[src/design/sas_pkg.sv]
// ---------------------------------------------------------------------------
// Sorted array set package
// Operation codes, word types and defaults shared by the sorted array set.
// ---------------------------------------------------------------------------
`default_nettype none

package sas_pkg;

  localparam int unsigned CAPACITY_DEF = 256;
  localparam int unsigned KEY_W        = 32;
  localparam int unsigned POS_W        = 9;

  localparam logic [1:0] OP_FIND   = 2'd0;
  localparam logic [1:0] OP_INSERT = 2'd1;
  localparam logic [1:0] OP_ERASE  = 2'd2;

  typedef struct packed {
    logic [1:0]              operation;
    logic signed [KEY_W-1:0] key;
  } sas_req_t;

  typedef struct packed {
    logic             present;
    logic [POS_W-1:0] position;
    logic [POS_W-1:0] count_after;
    logic             full_reject;
  } sas_res_t;

  typedef struct packed {
    logic shift_up;
    logic shift_dn;
  } sas_cmd_t;

  typedef struct packed {
    logic start;
  } sas_srch_ctrl_t;

endpackage

`default_nettype wire

[src/design/sas_cell.sv]
// ---------------------------------------------------------------------------
// Sorted array set cell
// Holds one key, compares it with the request and shifts to its neighbors.
// ---------------------------------------------------------------------------
`default_nettype none

module sas_cell #(
  parameter int unsigned IDX = 0,
  parameter int unsigned IW  = 9
) (
  input  wire                                 clk_i,
  input  wire logic signed [sas_pkg::KEY_W-1:0] key_req_i,
  input  wire logic signed [sas_pkg::KEY_W-1:0] left_i,
  input  wire logic signed [sas_pkg::KEY_W-1:0] right_i,
  input  wire sas_pkg::sas_cmd_t              cmd_i,
  input  wire logic [IW-1:0]                  lb_i,
  output logic signed [sas_pkg::KEY_W-1:0]    key_o,
  output logic                                lt_o,
  output logic                                eq_o
);
  import sas_pkg::*;

  localparam logic [IW-1:0] IdxL = IW'(IDX);

  logic signed [KEY_W-1:0] key_q, key_d;
  logic                    lt_q, eq_q;

  always_comb begin
    key_d = key_q;
    if (cmd_i.shift_up) begin
      if (IdxL > lb_i) begin
        key_d = left_i;
      end else if (IdxL == lb_i) begin
        key_d = key_req_i;
      end
    end else if (cmd_i.shift_dn && (IdxL >= lb_i)) begin
      key_d = right_i;
    end
  end

  always_ff @(posedge clk_i) begin
    key_q <= key_d;
    lt_q  <= key_q < key_req_i;
    eq_q  <= key_q == key_req_i;
  end

  assign key_o = key_q;
  assign lt_o  = lt_q;
  assign eq_o  = eq_q;

endmodule

`default_nettype wire

[config.mk]
export PLATFORM = sky130hd
export DESIGN_NAME = sas_cell
export DESIGN_NICKNAME = d
export VERILOG_FILES = /design/src/design/sas_pkg.sv /design/src/design/sas_cell.sv
export SDC_FILE = /design/constraint.sdc
export NUM_CORES = 1
export LEC_CHECK = 0
export BUFFER_PORTS_ARGS = -buffer_cell sky130_fd_sc_hd__buf_4
export CAP_MARGIN = 10
export CORE_MARGIN = 2
export CORE_UTILIZATION = 39
export DETAILED_ROUTE_END_ITERATION = 8
export PLACE_DENSITY = 0.89
export SLEW_MARGIN = 30
export SYNTH_ARGS = -nofsm -noshare
export SYNTH_HDL_FRONTEND = slang
export SYNTH_SLANG_ARGS = --single-unit
[constraint.sdc]
create_clock -name clk_i -period 6.31 [get_ports clk_i]
set_input_delay 1.893 -clock clk_i [delete_from_list [all_inputs] [get_ports clk_i]]
set_output_delay 1.893 -clock clk_i [all_outputs]
set_load 0.02 [all_outputs]
Word-level counts from Yosys, hierarchy flattened. Index checks and enable logic that the tools add are counted.

Register bits: 34. Output and inout port bits: 34.

Order comparisons: 3. Equality and inequality tests: 2. Muxes and demuxes: 4. Reductions and logical operators: 4.

Operator list (count): $mux W32 (4); $eq A32 B32 Y1 (1); $lt A32 B32 Y1 (1); $ge A1 B9 Y1 const A (1); $gt A1 B9 Y1 const A (1); $logic_not A9 Y1 (1); $ne A3 B1 Y1 const B (1); $reduce_and A2 Y1 (1); $reduce_bool A2 Y1 (1); $logic_and A1 B1 Y1 (1).

Longest topological paths before layout.
Word-level depth: 4. Gate-level depth with buffers: 7. Mapped depth without buffers: 7.

Worst setup path before layout. Ideal clock, no wire load.

Path type: input -> register. From: in cmd_i[1] (netlist bit). To: reg key_q[0], in the netlist key_o[0], enable pin. Library setup time: 505 ps. Data arrival time: 5505 ps. Path slack: 301 ps. Cell stages on the path: 4. Buffers on the path: 2. Cells stage by stage: clkbuf_1 buf_2 o211ai_1 nor4_1.

Longest elaborated chain between the ends: 2.

RTL lines: from (decl) (RTL line sas_cell.sv:15) `input wire sas_pkg::sas_cmd_t cmd_i,`; $ne A3 B1 Y1 (no source line) / $reduce_bool A2 Y1 (equally long branches); $reduce_and A2 Y1 (no source line) *; to (signal assigned) (RTL line sas_cell.sv:42) `key_q <= key_d;`; to (decl) (RTL line sas_cell.sv:25) `logic signed [KEY_W-1:0] key_q, key_d;`.

Mark *: on every way between the ends. The rest lies on a longest branch, timed or not. A chain may end at the register's enable or synchronous reset.

Worst setup path in the final report.
From: in cmd_i[1] (netlist bit). To: reg key_q[18], in the netlist key_o[18], enable pin.

The elaborated chain is that of the path after synthesis.

==> flow_summary.toml <==
[clock_network]
hold_buffers = 0
cts_buffers = 5
cts_tree = "yes"
cts_resized = 0
root_buffer = "clkbuf_8"
cts.sinks = 34
cts_setup_buffers = 0
insertion_delay_ns = 0.28
clk_path_buf_depth = 2
htree_levels = 2
clk_pin_slew_ns = 0.07

[drt]
drtPass1Iterations = 4
ant_nets = 0
route.detailed.drc = 0
viasPerCell = 4.893
routed_wl_um = 5143
wl_per_cell_um = 13.75
vias = 1830
drt_iter0_drc = 31

[power_and_ir_drop]
p_comb_share_pct = 17.3
p_seq_share_pct = 48.7
netSwitchingFraction_pct = 21.26
p_int_uw = 402.5
clock_power_share_pct = 34.0
total_leakage_power_uw = 0.001515
powerDensity_nw_per_um2 = 158.5
vdd_drop_max_uv = 89.45
netSwitchingPower_uw = 108.7

[timing]
fmax_ghz = 0.3151
fin_worst_skew_ns = 0.009715
whs_ns = 0.6593
hold_viol = 0
setup_tns_ns = 0
fin_crit_ns = 3.173
slew_headroom_pct = 70.15
setup_violations = 0
slew_violations = 0
worst_pin_slew_ns = 0.4437
fin_crit_sh_pct = 50.29
grt_setup_unrepaired = "no"

[placement]
dp_hpwl_um = 4146
portBuffers = 109
dp.cells = 366
gp_congestion = 0.7874

[job]
cap_violations = 0

[critical_path]
arrival_ns = 3.11
critPathMaxFanout = 33
cp_common_cell = "buf_4"
path_class = "in -> reg"
path_delay_family = "buffers and inverters"
path_cells = "buf_4 > o211ai_1 > nor4_2 > buf_4"
slowest_delay_ns = 0.43
start_kind = "primary input"
endpoint_kind = "register"
worstPathRequired_ns = 6.24
worst-path-buf-inv = 2
slowest_stage = "buf_4"

[die]
fp.dieH_um = 79.46
ios = 142
die_area_um2 = 6314
rows = 27
fp.dieW_um = 79.46
fp.coreArea_um2 = 5507
start_util_pct = 40.33

[global_routing]
grt_pass1_vias = 1883
grt_max_degree = 34
grtUsageTotal_pct = 16.37
antenna_found_initial = 0
grt_overflow = 0
grt_pass1_wl_um = 8045

[layout]
final_layout_size_suffix_gt1_share_pct = 50.99
multi_input_area_um2 = 1087
fill_cells = 471
area_growth_pct = 45.18
nNetsFinal = 441
final_cells = 374
antenna_cells = 0
seqCellArea_um2 = 1001
utilization_pct = 58.55

[yosys]
synth_warnings = 0
seq_area_frac_synth_pct = 45.07
syn_inst = 188
syn_nets = 328
ys.flop_type = "edfxtp_1"
synth-edff-count = 32
syn_area_um2 = 2221
ys_types = 26
synth_seq_cells = 34
syn_area_per_cell_um2 = 11.81
async_flop_share_pct = 0

[hold_path]
hold_path.class = "reg -> reg"

[outcome]
status = "complete, no violations"
worst register-to-register path: cells and delay by family (launching register included):
family	cells	cell delay, ns
AO/OA/AOI/OAI	3	0.45
adder cells (fa/ha/maj)	1	0.35
flip-flops	1	0.40
AND/OR/NAND/NOR	2	0.53
cells by family (layout without fill, tap and decap cells):
kind of cell	count (synthesis)	after routing	share of synthesized area [%]
buffers and inverters	36	150	6.253
muxes	32	32	16.23
adders and majority gates	32	32	18.03
AOI/OAI and AO/OA	26	26	7.662
DFF	34	34	45.07
and+or+nand+nor	28	28	6.761
worst paths after layout:
kind                  start         to  slack [ns]  cells after the start
setup / recovery   cmd_i[1]  key_o[18]        3.14                      4
hold / removal    key_o[31]       lt_o        0.66                      2
setup reg to reg  key_o[14]       lt_o        4.45                      6
hold reg to reg   key_o[31]       lt_o        0.66                      2
registers in the layout, summed over array words and instances (netlist names):
name / flops
key_o: 32
eq_o: 1
lt_o: 1
per-layer routing:
layer,wire length (um),up-vias,GRT usage [%]
met5,0,-,0
met4,48,0,4.138
met3,388,6,4.864
met1,1927,844,18.04
met2,2777,65,30.42
li1,-,915,-
power groups by stage:
stage	clock, uW	sequential (uW)	combinational [uW]
6_report	174	249	88.3
5_1_grt	188	249	98.4
4_1_cts	182	249	89.5
3_5_place_dp	0	254	88.9
3_3_place_gp	0	254	85.9
2_1_floorplan	0	255	41.3
final cells by class:
type	instances	area share, %
Tap cell	72	2.794
Multi-Input combinational cell	118	33.72
Inverter	32	3.725
Timing Repair Buffer	110	25.61
Sequential cell	34	31.04
Clock buffer	7	2.988
Clock inverter	1	0.1164
cell usage after synthesis, types with 3 or more instances:
library cell  count  share of area [%]
mux2_2           32                 16
nor4_1            3               0.85
nand4_1           8                2.3
inv_1            32                5.4
buf_2             3               0.68
o21ai_0           4               0.90
edfxtp_1         32                 43
nand2_1           7                1.2
ha_1             32                 18
nor2_1            4               0.68
a21oi_1          12                2.7
cells in the final DEF (no fill, tap or decap):
master	netlist	routed
nand4_1	8	8
nand2_1	7	7
edfxtp_1	32	32
clkinv_1	0	1
o21ai_0	4	4
clkbuf_8	0	7
ha_1	32	32
buf_4	0	110
a221o_1	1	1
a21oi_2	1	1
nand2b_1	1	1
nor2b_1	1	1
nand3_1	2	2
nor3_1	1	1
o22ai_2	1	1
mux2_2	32	32
a21oi_1	12	12
dfxtp_1	2	2
o211ai_1	2	2
nor2_1	4	4
nor4_1	3	2
a21o_1	2	2
nor4_2	1	2
o31a_1	1	1
inv_1	32	32
a221oi_1	1	1
a21boi_2	1	1
per-stage QoR:
stage / worst slack (ns) / power (uW) / area, um^2
floorplan: 0.3008 / 296.4 / 2221
global placement: 2.843 / 339.9 / 3124
detailed placement: 2.826 / 343.0 / 3124
CTS: 3.121 / 520.3 / 3224
global route: 3.006 / 535.7 / 3224
finish: 3.137 / 511.2 / 3224
(Power assumes the default switching activity.)
