==> config.mk <==
export PLATFORM = sky130hd
export DESIGN_NAME = sas_lb_search
export DESIGN_NICKNAME = d
export VERILOG_FILES = /design/src/design/sas_pkg.sv /design/src/design/sas_lb_search.sv
export SDC_FILE = /design/constraint.sdc
export NUM_CORES = 1
export LEC_CHECK = 0
export BUFFER_PORTS_ARGS = -buffer_cell sky130_fd_sc_hd__buf_2
export CELL_PAD_IN_SITES_DETAIL_PLACEMENT = 1
export CELL_PAD_IN_SITES_GLOBAL_PLACEMENT = 1
export CORE_MARGIN = 2
export CORE_UTILIZATION = 33
export DETAILED_ROUTE_END_ITERATION = 6
export MAX_ROUTING_LAYER = met4
export PLACE_DENSITY = 0.91
export SETUP_SLACK_MARGIN = 0.5
export SYNTH_ARGS = -nofsm -noshare
export SYNTH_HDL_FRONTEND = slang
export SYNTH_SLANG_ARGS = --single-unit
==> constraint.sdc <==
create_clock -name clk_i -period 6.8 [get_ports clk_i]
set_clock_uncertainty 0.2 [all_clocks]
set_input_delay 1.7 -clock clk_i [delete_from_list [all_inputs] [get_ports clk_i]]
set_output_delay 1.7 -clock clk_i [all_outputs]
set_load 0.02 [all_outputs]
==> src/design/sas_pkg.sv <==
// ---------------------------------------------------------------------------
// Sorted array set package
// Operation codes, word types and defaults shared by the sorted array set.
// ---------------------------------------------------------------------------
`default_nettype none

package sas_pkg;

  localparam int unsigned CAPACITY_DEF = 256;
  localparam int unsigned KEY_W        = 32;
  localparam int unsigned POS_W        = 9;

  localparam logic [1:0] OP_FIND   = 2'd0;
  localparam logic [1:0] OP_INSERT = 2'd1;
  localparam logic [1:0] OP_ERASE  = 2'd2;

  typedef struct packed {
    logic [1:0]              operation;
    logic signed [KEY_W-1:0] key;
  } sas_req_t;

  typedef struct packed {
    logic             present;
    logic [POS_W-1:0] position;
    logic [POS_W-1:0] count_after;
    logic             full_reject;
  } sas_res_t;

  typedef struct packed {
    logic shift_up;
    logic shift_dn;
  } sas_cmd_t;

  typedef struct packed {
    logic start;
  } sas_srch_ctrl_t;

endpackage

`default_nettype wire

==> src/design/sas_lb_search.sv <==
// ---------------------------------------------------------------------------
// Sorted array set lower-bound search
// Binary search over the cell compare flags, one halving step per cycle.
// ---------------------------------------------------------------------------
`default_nettype none

module sas_lb_search #(
  parameter int unsigned CAPACITY = sas_pkg::CAPACITY_DEF,
  parameter int unsigned IW       = $clog2(CAPACITY + 1),
  parameter int unsigned AW       = $clog2(CAPACITY)
) (
  input  wire                          clk_i,
  input  wire                          rst_ni,
  input  wire sas_pkg::sas_srch_ctrl_t ctrl_i,
  input  wire logic [IW-1:0]           count_i,
  input  wire logic [CAPACITY-1:0]     lt_i,
  output logic                         done_o,
  output logic [IW-1:0]                lb_o
);
  import sas_pkg::*;

  logic [IW-1:0] lo_q, lo_d, hi_q, hi_d;
  logic [IW-1:0] mid;

  assign mid = lo_q + ((hi_q - lo_q) >> 1);

  always_comb begin
    lo_d = lo_q;
    hi_d = hi_q;
    if (ctrl_i.start) begin
      lo_d = '0;
      hi_d = count_i;
    end else if (lo_q < hi_q) begin
      if (lt_i[mid[AW-1:0]]) begin
        lo_d = mid + IW'(1);
      end else begin
        hi_d = mid;
      end
    end
  end

  always_ff @(posedge clk_i or negedge rst_ni) begin
    if (!rst_ni) begin
      lo_q <= '0;
      hi_q <= '0;
    end else begin
      lo_q <= lo_d;
      hi_q <= hi_d;
    end
  end

  assign done_o = (lo_q == hi_q);
  assign lb_o   = lo_q;

endmodule

`default_nettype wire

* Word-level counts from Yosys, hierarchy flattened
Cells that the tools add are included.
Word-level totals: memories kept 0, input bits 268, memory bits (writable) 0, register bits after elaboration 18, bits in read-only memories 0, output and inout port bits 10, word-level logic and storage cells 21, latch bits 0
Cells by class: $lt $le $gt $ge 2, bitwise logic cells 0, div/mod/pow operators 0, eq/ne operators 2, mux-type cells 8, add/sub/neg operators 3, multiply operators 0, shift-type cells 0, reduce and logical (&&, ||, !) cells 4
Operators with widths (number):
- $mux 9 | 6
- $add 9x1->9 const B | 1
- $add 9x8->9 | 1
- $eq 9x9->1 | 1
- $lt 8x9->1 const B | 1
- $lt 9x9->1 | 1
- $sub 9x9->9 | 1
- $bmux 1 s8 | 1
- $reduce_and 2->1 | 2
- $reduce_bool 2->1 | 2
- $ne 2x2->1 const B | 1
- $mux 1 | 1

* Depth between registers and ports, before layout
depth in word-level cells 7, mapped depth 23, gate-level depth less buffers 20

* Worst setup path after synthesis
Ideal clock, no wire load.
path type register -> register, start register lo_q[1] (netlist: lb_o[1]), end register lo_q[8] (netlist: lb_o[8]), slack 2251 ps, required time 6501 ps, path buffers 3, setup time 99 ps, clock period less this slack 4549 ps, stages on the path, launching flop included 22, arrival 4249 ps, cell sequence dfrtp_1 inv_1 ha_1 nor2b_1 o21ai_0 a21boi_0 o21ai_0 nand2_1 xor2_1 ha_1 clkbuf_1 o21ai_0 o221a_2 buf_2 nand2_1 nor2_1 nor4_1 a22oi_2 o22ai_2 buf_6 a21oi_1 a311oi_1
On the way: longest elaborated chain between the ends 6, elaborated cells on any way between the ends 12
Ends and longest elaborated chain:
- start, declared | line sas_lb_search.sv:22 | logic [IW-1:0] lo_q, lo_d, hi_q, hi_d;
- start signal, assigned | line sas_lb_search.sv:47 | lo_q <= lo_d;
- $sub 9x9->9 | line sas_lb_search.sv:25 | assign mid = lo_q + ((hi_q - lo_q) >> 1);
- $add 9x8->9 | line sas_lb_search.sv:25
- $bmux 1 s8 or $add 9x1->9 (tied branches) | line sas_lb_search.sv:34, sas_lb_search.sv:35
- $mux 1 (implied by the code) or $mux 9 (tied branches) | line sas_lb_search.sv:34 | if (lt_i[mid[AW-1:0]]) begin
- $reduce_bool 2->1 (no line) or $mux 9 (tied branches)
- $reduce_and 2->1 (no line) or $mux 9 (tied branches)
Parallel ways exist; a longest one is shown, timed or not. The select of a mux whose other input is x is not followed. A chain may end at the register's enable or synchronous reset.

* Worst setup path in the final report
start register lo_q[1] (netlist: lb_o[1]), end register lo_q[3] (netlist: lb_o[3])
Same word-level chain as after synthesis.

==> impl_metrics.py <==
metrics = {
    "status": {
        "outcome": "finished, final reports clean",
    },
    "grt": {
        "antenna_found_initial": 0,
        "grt_max_degree": 37,
        "grt_pass1_wl_um": 27400,
        "grt_pass1_vias": 5178,
        "grt_usage": 0.279,
        "grt_remaining_overflow": 0,
    },
    "clock_tree": {
        "htree_levels": 1,
        "path_clk_slew_ns": 0.05,
        "clk_latency_ns": 0.25,
        "post_cts_resized": 0,
        "clock-root-buffer": "clkbuf_16",
        "cts_made_buffers": 3,
        "post_cts_buffers": 0,
        "cts.sinks": 18,
        "cts_hold_buf": 0,
        "clock_path_buffers": 2,
        "cts_tree": "done",
    },
    "critical_path": {
        "critPathKind": "reg -> reg",
        "cp_slowest_cell": "o22ai_2",
        "cp.required_ns": 6.75,
        "cpMostUsedCell": "o21ai_0",
        "worst_path_largest_cell_delay_ns": 0.80,
        "cp.arrival_ns": 5.62,
        "path_cells": "inv_1 -> ha_1 -> nor2b_1 -> o21ai_0 -> a21boi_0 -> o21ai_0 -> nand2_1 -> xor2_1 -> ha_1 -> o21ai_0 -> a21oi_1 -> o32a_1 -> nand2_1 -> nor4_1 -> a22oi_2 -> o22ai_2 -> a21oi_1 -> a311oi_1",
        "timing.critical_path.fanout_max": 24,
        "cp-end-kind": "flop",
        "worstSetupStartpointType": "flop",
    },
    "synth": {
        "synthTopCellsByArea": "mux4_2 (39%), dfrtp_1 (11%), ha_1 (5.6%)",
        "syn_area_um2": 4030,
        "synth.distinct_cells": 63,
        "yosysSeqAreaShare": 0.112,
        "synth_nets": 681,
        "ys_async_sr_fraction": 1.00,
        "synth_seq_cells": 18,
        "synth_top_area_cell": "mux4_2",
        "yosysTopAreaCellShare": 0.386,
        "yosys_most_used_dff": "dfrtp_1",
        "yosysWarnings": 0,
        "syn_area_per_cell_um2": 10.3,
        "synth_edf_count": 0,
        "syn_inst": 393,
    },
    "drt": {
        "vias": 4596,
        "drc_errors": 0,
        "first_pass_iters": 4,
        "routedWlPerCell_um": 22.1,
        "drtIter0Drc": 227,
        "ant_nets": 0,
        "vias_per_cell": 5.79,
        "routed_wl_um": 17600,
    },
    "floorplanning": {
        "die_area_um2": 13100,
        "start_util": 0.337,
        "die-height_um": 114,
        "coreArea_um2": 12000,
        "die-width_um": 114,
        "ios": 278,
        "rows": 40,
    },
    "timing": {
        "period_minus_slack_ns": 5.67,
        "drv_slew": 0,
        "rsz0062_at_grt": "false",
        "worst_slew_pin_slew_ns": 0.979,
        "timing.final.crit_share": 0.833,
        "hold_viol_final": 0,
        "fmaxAchievable_ghz": 0.176,
        "slew_headroom": 0.348,
        "setup_viol": 0,
        "fin_tns_setup_ns": 0,
    },
    "placed_design": {
        "place_congestion": 0.976,
        "dp_hpwl_um": 14900,
        "dp_cells": 791,
        "io_buffers": 277,
    },
    "worst_hold_path": {
        "min_path_type": "reg -> reg",
    },
    "layout": {
        "layout_commonest_cell": "buf_2",
        "final_layout_size_suffix_gt1_frac": 0.581,
        "syn_to_final_growth_pct": 38.0,
        "nets": 937,
        "regArea_um2": 450,
        "multi_input_area_um2": 3330,
        "fill_cells": 1444,
        "fin_cells": 794,
        "mostFrequentLayoutCells": "buf_2 (277), mux4_2 (69), nand2_1 (31)",
        "final_core_util": 0.465,
        "diodes": 0,
    },
    "run": {
        "cap_violations": 0,
    },
}
[cell usage after synthesis, drive strengths merged (2+ instances only)]
master,instances
mux4,71
a31o,2
o21bai,2
a31oi,10
clkbuf,16
dfrtp,18
nand4,3
fa,2
nand4b,3
nand2b,3
nor3,6
o21a,3
o31ai,3
nand3,21
xor2,6
ha,18
o22ai,2
a311oi,7
or3,3
inv,20
mux2i,2
a21o,4
nor2,18
a21oi,27
xnor2,13
nand2,31
o21ai,20
o211ai,2
buf,18
and3,4
a22oi,5
nor4,2
nor2b,10
[critical path, delay by kind of cell, from the launching register on]
kind                       cells  cell delay [ns]
adders and majority gates      2             0.85
and+or+nand+nor                4             0.92
AOI/OAI and AO/OA             10             2.86
DFF                            1             0.45
xor gates and xnor gates       1             0.15
buffers and inverters          1             0.12
[stage by stage]
stage               instance area, um^2  setup slack, ns  hold WS [ns]
floorplan                          4030             2.25         0.317
global placement                   5490             1.43         0.339
detailed placement                 5490             1.14         0.360
CTS                                5560             1.11         0.367
global route                       5560            0.521         0.401
finish                             5560             1.13         0.377
[registers in the layout, indices dropped and copies added, names as in the netlist]
register and count:
lb_o 9, hi_q 9
[cell families after synthesis]
family	count (synthesis)	synth area share
AO/OA/AOI/OAI	100	0.170
XOR/XNOR	19	0.0432
adder cells (fa/ha/maj)	20	0.0658
buffers and inverters	54	0.0674
flip-flops	18	0.112
multiplexers	74	0.407
AND/OR/NAND/NOR	108	0.135
[layout make-up]
cell class,instances,area share
timing repair buffer,285,0.260
multi-input combinational,321,0.599
tap,147,0.0331
inverter,20,0.0135
sequential,18,0.0810
clock buffer,3,0.0135
[routing by layer]
metal / global-route usage / wire (um)
met1: 0.330 / 6720
met4: 0.0610 / 304
met3: 0.0334 / 1080
met2: 0.507 / 9460
met5: - / 0
[worst paths after layout]
check / end / slack, ns / startpoint / cells past startpoint
max: lb_o[3] / 1.13 / lb_o[1] / 18
min: hi_q[0] / 0.38 / hi_q[0] / 2
max reg2reg: lb_o[3] / 1.13 / lb_o[1] / 18
min reg2reg: hi_q[0] / 0.38 / hi_q[0] / 2
max in group asynchronous: hi_q[6] / 4.92 / rst_ni / 1
min in group asynchronous: hi_q[1] / 1.18 / rst_ni / 1
Power is left out: the tool's default activity adds up to more than one toggle a clock period on the data nets, which glitch-free logic cannot reach.
